===== config.mk =====
export PLATFORM = sky130hd
export DESIGN_NAME = gregorian_day_difference
export DESIGN_NICKNAME = d
export VERILOG_FILES = /design/src/rtl/core/gdd_pkg.sv /design/src/rtl/core/gdd_date_unit.sv /design/src/rtl/core/gdd_diff_stage.sv /design/src/rtl/core/gregorian_day_difference.sv
export SDC_FILE = /design/constraint.sdc
export NUM_CORES = 2
export LEC_CHECK = 0
export BUFFER_PORTS_ARGS = -buffer_cell sky130_fd_sc_hd__buf_4
export CORE_ASPECT_RATIO = 2
export CORE_UTILIZATION = 55
export DETAILED_ROUTE_END_ITERATION = 7
export GPL_TIMING_DRIVEN = 0
export PLACE_DENSITY = 0.68
export SLEW_MARGIN = 40
export SYNTH_ARGS = -nofsm -noshare
export SYNTH_HDL_FRONTEND = slang
export SYNTH_SLANG_ARGS = --single-unit

===== constraint.sdc =====
create_clock -name clk -period 5.7 [get_ports clk]
set_clock_uncertainty 0.15 [all_clocks]
set_input_delay 0.855 -clock clk [delete_from_list [all_inputs] [get_ports clk]]
set_output_delay 0.855 -clock clk [all_outputs]
set_load 0.02 [all_outputs]

===== src/rtl/core/gdd_pkg.sv =====
// Gregorian day difference: shared widths, constants, payload structs and
// calendar lookup functions. No dependencies.
`default_nettype none

package gdd_pkg;

    localparam int MAX_YEAR = 9999;

    localparam int DAY_W    = 5;
    localparam int MONTH_W  = 4;
    localparam int YEAR_W   = 14;
    localparam int DIFF_W   = 23;
    localparam int ORD_W    = 9;   // ordinal within a year, up to 366
    localparam int LEAP_W   = 12;  // leap years before a year, up to YEAR range / 4
    localparam int DAYNUM_W = 23;  // day number, up to about 3.65e6
    localparam int WIDE_W   = DAYNUM_W + 1;

    // register stages inside one date unit
    localparam int DATE_STAGES = 3;

    // floor(x / 100) = (x * DIV100_MUL) >> DIV100_SHIFT, exact for x < 43690
    localparam int DIV100_MUL   = 5243;
    localparam int DIV100_SHIFT = 19;
    localparam int MUL_W        = 13;
    localparam int PROD_W       = YEAR_W + MUL_W;
    localparam int QUOT_W       = PROD_W - DIV100_SHIFT;

    localparam int YEAR_CMP_W   = 17;
    localparam int DAYS_COMMON  = 365;
    localparam int CENTURY      = 100;
    localparam int MONTHS       = 12;

    localparam int DIFF_MAX = 2 ** (DIFF_W - 1) - 1;
    localparam int DIFF_MIN = -(2 ** (DIFF_W - 1));

    typedef struct packed {
        logic [DAY_W-1:0]   first_day;
        logic [MONTH_W-1:0] first_month;
        logic [YEAR_W-1:0]  first_year;
        logic [DAY_W-1:0]   second_day;
        logic [MONTH_W-1:0] second_month;
        logic [YEAR_W-1:0]  second_year;
    } req_t;

    typedef struct packed {
        logic signed [DIFF_W-1:0] day_difference;
        logic                     bad_date;
    } rsp_t;

    typedef struct packed {
        logic [DAY_W-1:0]   day;
        logic [MONTH_W-1:0] month;
        logic [YEAR_W-1:0]  year;
    } date_in_t;

    typedef struct packed {
        logic                ok;
        logic [DAYNUM_W-1:0] day_num;
        logic [ORD_W-1:0]    ordinal;
    } date_info_t;

    // Length of a month; zero for a month code outside 1..12.
    function automatic logic [DAY_W-1:0] month_len(input logic [MONTH_W-1:0] month,
                                                   input logic leap);
        logic [DAY_W-1:0] len;
        case (month) inside
            4'd1, 4'd3, 4'd5, 4'd7, 4'd8, 4'd10, 4'd12: len = 5'd31;
            4'd4, 4'd6, 4'd9, 4'd11:                    len = 5'd30;
            4'd2:                                       len = leap ? 5'd29 : 5'd28;
            default:                                    len = '0;
        endcase
        return len;
    endfunction

    // Days in the months of the year before the given month.
    function automatic logic [ORD_W-1:0] days_before_month(input logic [MONTH_W-1:0] month,
                                                           input logic leap);
        logic [ORD_W-1:0] base;
        logic [ORD_W-1:0] adj;
        adj = (leap && month > 4'd2) ? ORD_W'(1) : ORD_W'(0);
        case (month)
            4'd1:    base = 9'd0;
            4'd2:    base = 9'd31;
            4'd3:    base = 9'd59;
            4'd4:    base = 9'd90;
            4'd5:    base = 9'd120;
            4'd6:    base = 9'd151;
            4'd7:    base = 9'd181;
            4'd8:    base = 9'd212;
            4'd9:    base = 9'd243;
            4'd10:   base = 9'd273;
            4'd11:   base = 9'd304;
            4'd12:   base = 9'd334;
            default: base = 9'd0;
        endcase
        return base + adj;
    endfunction

endpackage

`default_nettype wire


===== src/rtl/core/gdd_date_unit.sv =====
// Three-stage date evaluator: range checks and century division, leap and
// ordinal, then the closed-form day number. Depends on gdd_pkg.
`default_nettype none

module gdd_date_unit (
    input  wire logic                clk,
    input  wire gdd_pkg::date_in_t   date,
    output gdd_pkg::date_info_t      info
);

    // Stage 1: range checks, divide year and year-1 by one hundred
    logic [gdd_pkg::YEAR_W-1:0]  p_cur;
    logic                        range_ok_next;
    logic [gdd_pkg::PROD_W-1:0]  qy_prod_next;
    logic [gdd_pkg::PROD_W-1:0]  qp_prod_next;

    logic [gdd_pkg::DAY_W-1:0]   s1_day_reg;
    logic [gdd_pkg::MONTH_W-1:0] s1_month_reg;
    logic [gdd_pkg::YEAR_W-1:0]  s1_year_reg;
    logic                        s1_range_ok_reg;
    logic [gdd_pkg::PROD_W-1:0]  s1_qy_prod_reg;
    logic [gdd_pkg::PROD_W-1:0]  s1_qp_prod_reg;

    assign p_cur = date.year - gdd_pkg::YEAR_W'(1);

    assign range_ok_next = (date.year != '0)
        && ({{(gdd_pkg::YEAR_CMP_W - gdd_pkg::YEAR_W){1'b0}}, date.year}
            <= gdd_pkg::YEAR_CMP_W'(gdd_pkg::MAX_YEAR))
        && (date.month != '0)
        && (date.month <= gdd_pkg::MONTH_W'(gdd_pkg::MONTHS));

    assign qy_prod_next = gdd_pkg::PROD_W'(date.year)
                        * gdd_pkg::PROD_W'(gdd_pkg::DIV100_MUL);
    assign qp_prod_next = gdd_pkg::PROD_W'(p_cur)
                        * gdd_pkg::PROD_W'(gdd_pkg::DIV100_MUL);

    always_ff @(posedge clk)
    begin
        s1_day_reg      <= date.day;
        s1_month_reg    <= date.month;
        s1_year_reg     <= date.year;
        s1_range_ok_reg <= range_ok_next;
        s1_qy_prod_reg  <= qy_prod_next;
        s1_qp_prod_reg  <= qp_prod_next;
    end

    // Stage 2: leap rule, day check, ordinal, leap count before the year
    logic [gdd_pkg::QUOT_W-1:0]  qy;
    logic [gdd_pkg::QUOT_W-1:0]  qp;
    logic [gdd_pkg::YEAR_W-1:0]  century_part;
    logic [gdd_pkg::YEAR_W-1:0]  p_s1;
    logic                        leap;
    logic                        ok_next;
    logic [gdd_pkg::ORD_W-1:0]   ord_next;
    logic [gdd_pkg::LEAP_W-1:0]  leaps_next;

    logic                        s2_ok_reg;
    logic [gdd_pkg::ORD_W-1:0]   s2_ord_reg;
    logic [gdd_pkg::YEAR_W-1:0]  s2_p_reg;
    logic [gdd_pkg::LEAP_W-1:0]  s2_leaps_reg;

    assign qy = s1_qy_prod_reg[gdd_pkg::PROD_W-1:gdd_pkg::DIV100_SHIFT];
    assign qp = s1_qp_prod_reg[gdd_pkg::PROD_W-1:gdd_pkg::DIV100_SHIFT];
    assign p_s1 = s1_year_reg - gdd_pkg::YEAR_W'(1);
    assign century_part = gdd_pkg::YEAR_W'(qy) * gdd_pkg::YEAR_W'(gdd_pkg::CENTURY);

    // divisible by four, and either not a century or a century year divisible by 400
    assign leap = (s1_year_reg[1:0] == 2'b00)
               && ((century_part != s1_year_reg) || (qy[1:0] == 2'b00));

    assign ok_next = s1_range_ok_reg && (s1_day_reg != '0)
                  && (s1_day_reg <= gdd_pkg::month_len(s1_month_reg, leap));

    assign ord_next = gdd_pkg::ORD_W'(s1_day_reg)
                    + gdd_pkg::days_before_month(s1_month_reg, leap);

    assign leaps_next = gdd_pkg::LEAP_W'(p_s1 >> 2) - gdd_pkg::LEAP_W'(qp)
                      + gdd_pkg::LEAP_W'(qp >> 2);

    always_ff @(posedge clk)
    begin
        s2_ok_reg    <= ok_next;
        s2_ord_reg   <= ord_next;
        s2_p_reg     <= p_s1;
        s2_leaps_reg <= leaps_next;
    end

    // Stage 3: days before the year are 365 per year plus one per leap year, plus the ordinal
    gdd_pkg::date_info_t info_next;
    gdd_pkg::date_info_t info_reg;

    always_comb
    begin
        info_next.ok      = s2_ok_reg;
        info_next.ordinal = s2_ord_reg;
        info_next.day_num = gdd_pkg::DAYNUM_W'(s2_p_reg)
                            * gdd_pkg::DAYNUM_W'(gdd_pkg::DAYS_COMMON)
                          + gdd_pkg::DAYNUM_W'(s2_leaps_reg)
                          + gdd_pkg::DAYNUM_W'(s2_ord_reg);
    end

    always_ff @(posedge clk)
    begin
        info_reg <= info_next;
    end

    assign info = info_reg;

endmodule

`default_nettype wire


===== src/rtl/core/gdd_diff_stage.sv =====
// Final stage: subtract day numbers (ordinals within one year), saturate, zero on a bad date, and
// register the result strobe. Depends on gdd_pkg.
`default_nettype none

module gdd_diff_stage (
    input  wire logic                clk,
    input  wire logic                rst_n,
    input  wire logic                valid,
    input  wire logic                same_year,
    input  wire gdd_pkg::date_info_t info_a,
    input  wire gdd_pkg::date_info_t info_b,
    output logic                     done,
    output gdd_pkg::rsp_t            rsp
);

    logic signed [gdd_pkg::WIDE_W-1:0] wide_diff;
    gdd_pkg::rsp_t                     rsp_next;
    gdd_pkg::rsp_t                     rsp_reg;
    logic                              done_reg;

    always_comb
    begin
        if (same_year)
            wide_diff = $signed(gdd_pkg::WIDE_W'(info_b.ordinal))
                      - $signed(gdd_pkg::WIDE_W'(info_a.ordinal));
        else
            wide_diff = $signed(gdd_pkg::WIDE_W'(info_b.day_num))
                      - $signed(gdd_pkg::WIDE_W'(info_a.day_num));

        rsp_next.bad_date = !(info_a.ok && info_b.ok);
        if (rsp_next.bad_date)
            rsp_next.day_difference = '0;
        else if (wide_diff > gdd_pkg::WIDE_W'(gdd_pkg::DIFF_MAX))
            rsp_next.day_difference = gdd_pkg::DIFF_W'(gdd_pkg::DIFF_MAX);
        else if (wide_diff < $signed(gdd_pkg::WIDE_W'(gdd_pkg::DIFF_MIN)))
            rsp_next.day_difference = gdd_pkg::DIFF_W'(gdd_pkg::DIFF_MIN);
        else
            rsp_next.day_difference = wide_diff[gdd_pkg::DIFF_W-1:0];
    end

    always_ff @(posedge clk or negedge rst_n)
    begin
        if (!rst_n)
            done_reg <= 1'b0;
        else
            done_reg <= valid;
    end

    always_ff @(posedge clk)
    begin
        rsp_reg <= rsp_next;
    end

    assign done = done_reg;
    assign rsp  = rsp_reg;

endmodule

`default_nettype wire


===== src/rtl/core/gregorian_day_difference.sv =====
// Top level of the Gregorian day difference block: two date units, the
// difference stage and the valid pipeline. Depends on gdd_pkg,
// gdd_date_unit and gdd_diff_stage.
`default_nettype none

// Returns the signed number of days from the first date of a request to the
// second (second day number minus first). A request is taken at every clock
// edge where start is high; busy is never raised, so one request per cycle
// is sustained. Each result appears on rsp for exactly one cycle with done
// high, after its request passes three date stages (range check and
// divide by one hundred, leap rule and ordinal, multiply by 365 for the day
// number) and one subtract/saturate stage. Results come out in request
// order and cannot be held off. A month outside 1..12, a day of zero or past
// the month's end (February 29 only in leap years), or a year of zero or
// above MAX_YEAR sets bad_date and forces day_difference to zero. Dates in
// the same year return the difference of their ordinals.
module gregorian_day_difference (
    input  wire logic          clk,
    input  wire logic          rst_n,
    input  wire logic          start,
    output logic               busy,
    input  wire gdd_pkg::req_t req,
    output logic               done,
    output gdd_pkg::rsp_t      rsp
);

    logic                      accept;
    gdd_pkg::date_in_t         date_a;
    gdd_pkg::date_in_t         date_b;
    gdd_pkg::date_info_t       info_a;
    gdd_pkg::date_info_t       info_b;

    logic [gdd_pkg::DATE_STAGES-1:0] valid_reg;
    logic [gdd_pkg::DATE_STAGES-1:0] valid_next;
    logic [gdd_pkg::DATE_STAGES-1:0] same_reg;
    logic [gdd_pkg::DATE_STAGES-1:0] same_next;

    // Pipeline never stalls, so requests are always welcome
    assign busy   = 1'b0;
    assign accept = start && !busy;

    assign date_a.day   = req.first_day;
    assign date_a.month = req.first_month;
    assign date_a.year  = req.first_year;
    assign date_b.day   = req.second_day;
    assign date_b.month = req.second_month;
    assign date_b.year  = req.second_year;

    gdd_date_unit u_date_a (
        .clk  (clk),
        .date (date_a),
        .info (info_a)
    );

    gdd_date_unit u_date_b (
        .clk  (clk),
        .date (date_b),
        .info (info_b)
    );

    // Advance valid and the same-year mark alongside the date stages
    assign valid_next = {valid_reg[gdd_pkg::DATE_STAGES-2:0], accept};
    assign same_next  = {same_reg[gdd_pkg::DATE_STAGES-2:0],
                         (req.first_year == req.second_year)};

    always_ff @(posedge clk or negedge rst_n)
    begin
        if (!rst_n)
            valid_reg <= '0;
        else
            valid_reg <= valid_next;
    end

    always_ff @(posedge clk)
    begin
        same_reg <= same_next;
    end

    gdd_diff_stage u_diff (
        .clk       (clk),
        .rst_n     (rst_n),
        .valid     (valid_reg[gdd_pkg::DATE_STAGES-1]),
        .same_year (same_reg[gdd_pkg::DATE_STAGES-1]),
        .info_a    (info_a),
        .info_b    (info_b),
        .done      (done),
        .rsp       (rsp)
    );

    // Every accepted request yields a result after the date and difference stages
    a_req_to_done: assert property (@(posedge clk) disable iff (!rst_n)
        accept |-> ##4 done)
        else $error("accepted request produced no result");

    // No result without a matching earlier request
    a_no_spurious: assert property (@(posedge clk) disable iff (!rst_n)
        !accept |-> ##4 !done)
        else $error("result without a request");

    // A flagged result carries a zero difference
    a_bad_is_zero: assert property (@(posedge clk) disable iff (!rst_n)
        (done && rsp.bad_date) |-> (rsp.day_difference == '0))
        else $error("bad date with nonzero difference");

endmodule

`default_nettype wire

==> impl_metrics.tcl <==
set metrics [dict create \
    yosysTopAreaCell "ha_1" \
    dp_slack_ps -1866 \
    syn_avg_cell_area_um2 9.792 \
    start_util_pct 55.81 \
    synth-edff-count 0 \
    cap_violations 0 \
    synth_top_family_by_area "adder cells" \
    area_delta_synth_final_pct 13.98 \
    drt_first_pass_iters 7 \
    async_flop_share_pct 1.498 \
    min-delay-path-class "reg -> reg" \
    antenna_found_initial 2 \
    nFillCells 4682 \
    drc_errors 0 \
    netlist_top_cells_area "ha_1 (28%), fa_1 (24%), dfxtp_1 (16%)" \
    critPathBufInv 6 \
    synth-xor-area-share_pct 6.187 \
    cp.required_ps 6030 \
    startpoint_type "input port" \
    critPathSlowestCell "fa_1" \
    synth_fa_ha_area_share_pct 52.19 \
    dominantRegCellSynth "dfxtp_1" \
    gp_congestion 0.9302 \
    synth_compound_area_share_pct 7.820 \
    num_vias 22900 \
    period_share_pct 107.1 \
    cts-root-buf "clkbuf_16" \
    crit_top_cell "fa_1" \
    clkSlewWorstSetupHoldPaths_ps 70 \
    clkSinkCount 267 \
    num_antenna_cells 0 \
    syn_area_um2 32560 \
    syn_nets 4497 \
    status "complete, but fails checks" \
    gr-total-overflow 0 \
    cp.depth 28 \
    violations "negative setup slack" \
    clockBufferDepth 3 \
    hold_ws_ps 183.8 \
    clock.fmax_mhz 163.9 \
    wl_per_cell_um 17.64 \
    cts_tree "yes" \
    grt_setup_unrepaired "yes" \
    dieArea_um2 60230 \
    ff2ff_path_depth 19 \
    slew_headroom_pct 44.90 \
    cp_top_family "adder cells" \
    num_io_pins 75 \
    vias_per_cell 5.300 \
    drtIter0Drc 580 \
    fin_tns_setup_ps -3931 \
    htree_levels 1 \
    grt_max_degree 18 \
    grt.total_usage_pct 26.24 \
    dp_hpwl_mm 65.18 \
    core_um2 58340 \
    port_buffers 73 \
    hold_path_depth 0 \
    path_max_fanout 5 \
    endpoint_kind "flip-flop" \
    grt_pass1_wl_mm 125.0 \
    synth.top_cell.area_share_pct 28.09 \
    max_stage_delay_ps 540 \
    finalSetupViolations 15 \
    min_period_ps 6103 \
    yosys_warnings 0 \
    synth_mux_area_share_pct 0.4535 \
    wirelength_mm 76.20 \
    die_h_um 346.1 \
    synthTopCellsByCount "inv_1 (876), ha_1 (731), fa_1 (392)" \
    yosysMostFrequentCell "inv_1" \
    ys_ff_latch 267 \
    maxSlewViolCount 0 \
    synthDistinctLibCells 76 \
    crit_arrival_ps 6430 \
    grt_pass1_vias 25930 \
    synth_simple_gate_area_share_pct 6.533 \
    tightest_slew_ps 819.4 \
    setup_ws_ps -402.5 \
    fp.dieW_um 174.0 \
    criticalPathCategory "in -> reg" \
    hold_viol 0 \
    cts-buffers-inserted 24 \
    clk_latency_ps 560 \
    final_nets 4713 \
    ant_nets 0 \
    num_rows 125 \
    syn_inst 3325 \
    drive_gt1_share_pct 11.63 \
    ys_seq_area_share_pct 16.48 \
]
[layout make-up]
class | instances | area (um2) | share of cell area [%]
sequential | 267 | 5365 | 14.46
tap | 762 | 953.4 | 2.569
clock buffer | 32 | 701.9 | 1.892
multi-input combinational | 2167 | 24890 | 67.08
inverter | 876 | 3342 | 9.006
buffer | 15 | 72.57 | 0.1956
clock inverter | 12 | 170.2 | 0.4585
timing repair buffer | 190 | 1610 | 4.339
[through the flow]
step	instance area [um2]	cells	utilization (%)
6_report	37110	4321	63.61
4_1_cts	36670	4299	62.86
3_3_place_gp	34490	4160	59.12
2_1_floorplan	32990	3325	-
3_5_place_dp	34490	4160	59.12
5_1_grt	37110	4321	63.61
[per-layer routing]
| metal | share of wire (%) | routed length [um] | GRT usage [%] |
|---|---|---|---|
| met5 | 0.041 | 31 | 0 |
| met4 | 6.0 | 4536 | 14.00 |
| met3 | 2.0 | 1543 | 1.625 |
| met2 | 58 | 44340 | 55.07 |
| met1 | 34 | 25760 | 24.23 |
[worst register-to-register path: stages, from the launching register on]
cell       delay (ps)
dfxtp_1           410
ha_1              260
ha_1              320
fa_1              460
ha_1              340
a21o_1            200
a21o_1            200
a2111oi_0         420
nor3_1            130
xnor2_1           170
and4b_1           280
nand3b_1          220
fa_1              460
fa_1              450
inv_1              70
a21oi_1            70
o21bai_1          230
a21o_1            200
nand4_1           120
xnor2_1           150
[kinds of logic (layout without fill, tap and decap cells)]
logic type | after synthesis | after routing
compound gates | 384 | 384
simple gates | 417 | 417
flops | 267 | 267
xor+xnor | 230 | 230
fa+ha+maj | 1123 | 1123
mux | 12 | 12
buf+inv | 891 | 1125
other cells | 1 | 1
[final timing paths]
kind	startpoint	endpoint	slack, ps
min reg2reg	u_date_a.s2_ok_reg	u_date_a.info[32]	180
max reg2reg	u_date_a.s1_qy_prod_reg[22]	u_date_a.s2_ord_reg[8]	270
max	req[25]	u_date_a.s1_qp_prod_reg[22]	-400
max in group asynchronous	rst_n	u_diff.done	4830
min in group asynchronous	rst_n	valid_reg[1]	470
min	u_date_a.s2_ok_reg	u_date_a.info[32]	180
[layout by cell type, fill, tap and decap left out, drive strengths merged, types with 32 or more instances in the layout]
cell type    n
inv        864
ha         731
fa         392
dfxtp      263
buf        193
xnor2      157
a21oi      109
nor2        95
nand2       93
o21ai       78
xor2        73
nor3        53
clkbuf      43
a21o        39
nand3       32
[timing repair]
| item | CTS | global route |
|---|---|---|
| setup endpoints to repair | 16 | 18 |
| hold buffers | 1 | 0 |
| endpoints found under the hold margin | 4 | 0 |
| pin swaps | 71 | 68 |
| buffers inserted | 94 | 25 |
| gates resized for setup | 113 | 49 |
Power is left out: the tool's default activity adds up to more than one toggle a clock period on the data nets, which glitch-free logic cannot reach.
